$ cat config.mk
export PLATFORM = sky130hd
export DESIGN_NAME = lzg_ram
export DESIGN_NICKNAME = d
export VERILOG_FILES = /design/src/design/lzg_ram.sv
export SDC_FILE = /design/constraint.sdc
export NUM_CORES = 2
export LEC_CHECK = 0
export BUFFER_PORTS_ARGS = -buffer_cell sky130_fd_sc_hd__clkbuf_2
export CORE_MARGIN = 2
export CORE_UTILIZATION = 63
export CTS_CLUSTER_SIZE = 40
export DETAILED_ROUTE_END_ITERATION = 12
export MAX_ROUTING_LAYER = met4
export PLACE_DENSITY_LB_ADDON = 0.1
export SLEW_MARGIN = 25
export SYNTH_ARGS = -nofsm -noshare
export SYNTH_HDL_FRONTEND = slang
export SYNTH_SLANG_ARGS = --single-unit
$ cat constraint.sdc
create_clock -name i_clk -period 3.6 [get_ports i_clk]
set_input_delay 0.36 -clock i_clk [delete_from_list [all_inputs] [get_ports i_clk]]
set_output_delay 0.36 -clock i_clk [all_outputs]
set_load 0.01 [all_outputs]
$ cat src/design/lzg_ram.sv
// generic single-write single-read ram with registered read
`default_nettype none
module lzg_ram #(
    parameter int WIDTH = 8,
    parameter int DEPTH = 256
) (
    input  wire logic                     i_clk,
    input  wire logic                     i_we,
    input  wire logic [$clog2(DEPTH)-1:0] i_waddr,
    input  wire logic [WIDTH-1:0]         i_wdata,
    input  wire logic                     i_re,
    input  wire logic [$clog2(DEPTH)-1:0] i_raddr,
    output logic [WIDTH-1:0]              o_rdata
);
    logic [WIDTH-1:0] r_mem [DEPTH];

    always_ff @(posedge i_clk) begin
        if (i_we) begin
            r_mem[i_waddr] <= i_wdata;
        end
        if (i_re) begin
            o_rdata <= r_mem[i_raddr];
        end
    end
endmodule
`default_nettype wire

==> run_results.csv <==
group,metric,value,unit
run_status,status,"finished clean",
power_and_ir_drop,p_sw_share,20.8,%
setup_path,worst_ep_arrival_time,3.54,ns
setup_path,startpoint_type,"flop",
setup_path,worst_r2r_path_depth,7,
cts,cts.sink_count,2056,
die,die_h,360,um
setup_path,crit_path_max_fanout,1,
timing,fmax,0.332,GHz
power_and_ir_drop,p_sw,10.1,mW
timing,worst_slew_pin_slew,1.12,ns
power_and_ir_drop,ir_worst_vdd,0.000589,V
grt,grt_usage,32.4,%
cells_and_area,layout-area-overhead-vs-synth,12.6,%
grt,grt_pass1_wl,289000,um
timing,setup_tns,0,ns
cts,ctsResizeCount,0,
synth,muxShareOfSynthArea,14.6,%
cells_and_area,fillers,7366,
synth,synth_edf_count,2056,
synth,synth.largest_area_cell,"edfxtp_1",
timing,setup_slack,0.584,ns
route,drt-total-wl,200000,um
timing,slew_headroom,25.1,%
placement,hpwl,128000,um
synth,synth_adder_area_share,0,%
synth,netlist_area,79600,um2
die,core,126000,um2
power_and_ir_drop,cellPowerDensity,543,nW/um2
cts,cts_root_buffer,"clkbuf_16",
synth,yosys-top-cells-area,"edfxtp_1 78%, mux4_2 13%, mux2i_1 1.7%",
power_and_ir_drop,pwr-share-comb,5.2,%
grt,grt_max_degree,132,
power_and_ir_drop,p_int,38.5,mW
setup_path,worst_ep_required_time,4.13,ns
synth,ys_types,54,
timing,finClkSkew,0.0290,ns
cells_and_area,layout-drive-gt1-share,26.2,%
timing,finalHoldViolCount,0,
synth,postSynthCellCount,3733,
synth,synth_fp_nets,3760,
die,ios,35,
cells_and_area,fin_util,71.4,%
setup_path,path_cells,"mux4_2 > a22o_1 > a221oi_1 > buf_4 > o32ai_1 > nor3_1 > nor4_1",
route,post_drt_wl_per_cell,34.1,um
setup_path,cpPeakStageDelay,0.75,ns
cts,numCtsBuffers,193,
synth,synth-async-reset-ratio,0,%
cts,post-cts-setup-buffer-count,0,
cts,insertion_delay,0.83,ns
synth,ys_seq_area_share,77.5,%
worst_hold_path,hp-class,"in2reg",
worst_hold_path,min_path_cells,1,
synth,netlist.area_leader.share,77.5,%
placement,preCtsSetupSlack,-0.0578,ns
synth,synth_seq_cells,2056,
cts,cts_tree,"yes",
synth,yosysWarnings,0,
die,die_w,360,um
power_and_ir_drop,seqPwrFrac,54.3,%
die,rows,130,
synth,avgSynthCellArea,21.3,um2
placement,portBuffers,34,
synth,synthTopCellsByCount,"2056 x edfxtp_1, 454 x mux4_2, 282 x nor2_1",
placement,gp_congestion,0.921,
cts,cts_hold_buf,1,
setup_path,endpoint_kind,"flop",
power_and_ir_drop,clkPwrFrac,40.4,%
die,start_util,63.4,%
synth,yosysMostFrequentCell,"edfxtp_1",
power_and_ir_drop,leakagePower,28.3,nW
route,detail_route.iter0.violations,6560,
timing,post-route-period-util,83.8,%
grt,antenna_found_initial,6,
timing,post-route-min-period,3.02,ns
route,antenna_left,0,
cts,cts_max_level,4,
route,drc,0,
cts,path_clk_slew,0.06,ns
synth,synth_top_family_by_area,"multiplexers",
timing,grt_setup_unrepaired,"false",
synth,synthSimpleGateAreaFrac,2.63,%
setup_path,criticalPathCategory,"reg2reg",
timing,finalMaxSlewViolations,0,
route,vias,40982,
synth,synth_compound_area_share,3.42,%
grt,overflow,0,
flow_run,maxCapViolCount,0,
synth,synthFlopType,"edfxtp_1",
cts,clk_path_buf_depth,3,
grt,grt_pass1_vias,40508,
setup_path,cp_slowest_cell,"nor3_1",
synth,synth-xor-area-share,0,%
route,viasPerCell,6.97,
die,die-area,129000,um2
route,firstDrtPassIters,6,
timing,setup_viol,0,
cells_and_area,nets,4096,
[metal layers]
metal	up-vias	part of all wire [%]	global-route usage [%]	wire length, um
li1	16369	-	-	-
met1	21620	38	45.5	76500
met2	2615	48	49.1	96700
met3	378	10	6.47	20800
met4	0	3.2	10.0	6380
met5	-	0	-	0
[cells in the final DEF, fill, tap and decap left out, types with 46 or more instances in the layout]
master	netlist	final
a22oi_1	133	133
clkinv_1	1	48
edfxtp_1	2056	2056
o221ai_1	46	46
mux2i_1	134	134
a21oi_1	96	96
mux4_2	454	454
clkbuf_1	111	48
buf_4	27	305
clkbuf_16	0	203
nor2_1	282	279
[kinds of logic after synthesis]
logic type             count (synthesis)
AND/OR/NAND/NOR                      466
AO/OA/AOI/OAI                        385
multiplexers                         591
flip-flops                          2056
buffers and inverters                235
[sequential cells by signal (all words and copies together) (netlist names)]
signal / flops
o_rdata: 8
r_mem: 2048
[final timing paths]
check	end	startpoint	slack, ns
max	o_rdata[3]$_DFFE_PP_	r_mem[208][3]$_DFFE_PP_	0.58
min	r_mem[118][2]$_DFFE_PP_	i_wdata[2]	0.21
max reg2reg	o_rdata[3]$_DFFE_PP_	r_mem[208][3]$_DFFE_PP_	0.58
min reg2reg	o_rdata[5]$_DFFE_PP_	r_mem[32][5]$_DFFE_PP_	1.06
[layout make-up]
class                      count  area (um2)  share of cell area [%]
clock inverter                98         807                   0.900
antenna                        3        7.51                 0.00837
clock buffer                 251        5260                    5.87
timing repair buffer         374        3260                    3.63
tap                         1650        2060                    2.30
inverter                       2        7.51                 0.00837
multi-input combinational   1442       16500                    18.4
sequential                  2056       61700                    68.9
[critical path: cells and delay by family, from the launching register on]
family	cells	cell delay, ns
mux	1	0.46
simple gates	2	0.91
buf+inv	1	0.23
flops	1	0.38
compound gates	3	0.73
[through the flow]
| stage | std cells | power (mW) | instance area (um2) | hold WS [ns] |
|---|---|---|---|---|
| after floorplan | 3733 | 28.2 | 79600 | 0.459 |
| after detailed placement | 5523 | 29.5 | 83600 | 0.874 |
| final | 5876 | 48.7 | 89700 | 0.212 |
| after CTS | 5873 | 48.8 | 89600 | 0.238 |
| after global routing | 5876 | 49.9 | 89700 | 0.265 |
| after global placement | 5523 | 29.4 | 83500 | 0.881 |
[power groups by stage]
stage | combinational [mW] | sequential [mW] | clock (mW)
after detailed placement | 2.51 | 26.9 | 0
after CTS | 2.52 | 26.4 | 19.8
after global placement | 2.45 | 26.9 | 0
after global routing | 2.65 | 26.4 | 20.8
final | 2.55 | 26.4 | 19.7
after floorplan | 1.28 | 26.9 | 0
(Power assumes the default switching activity.)
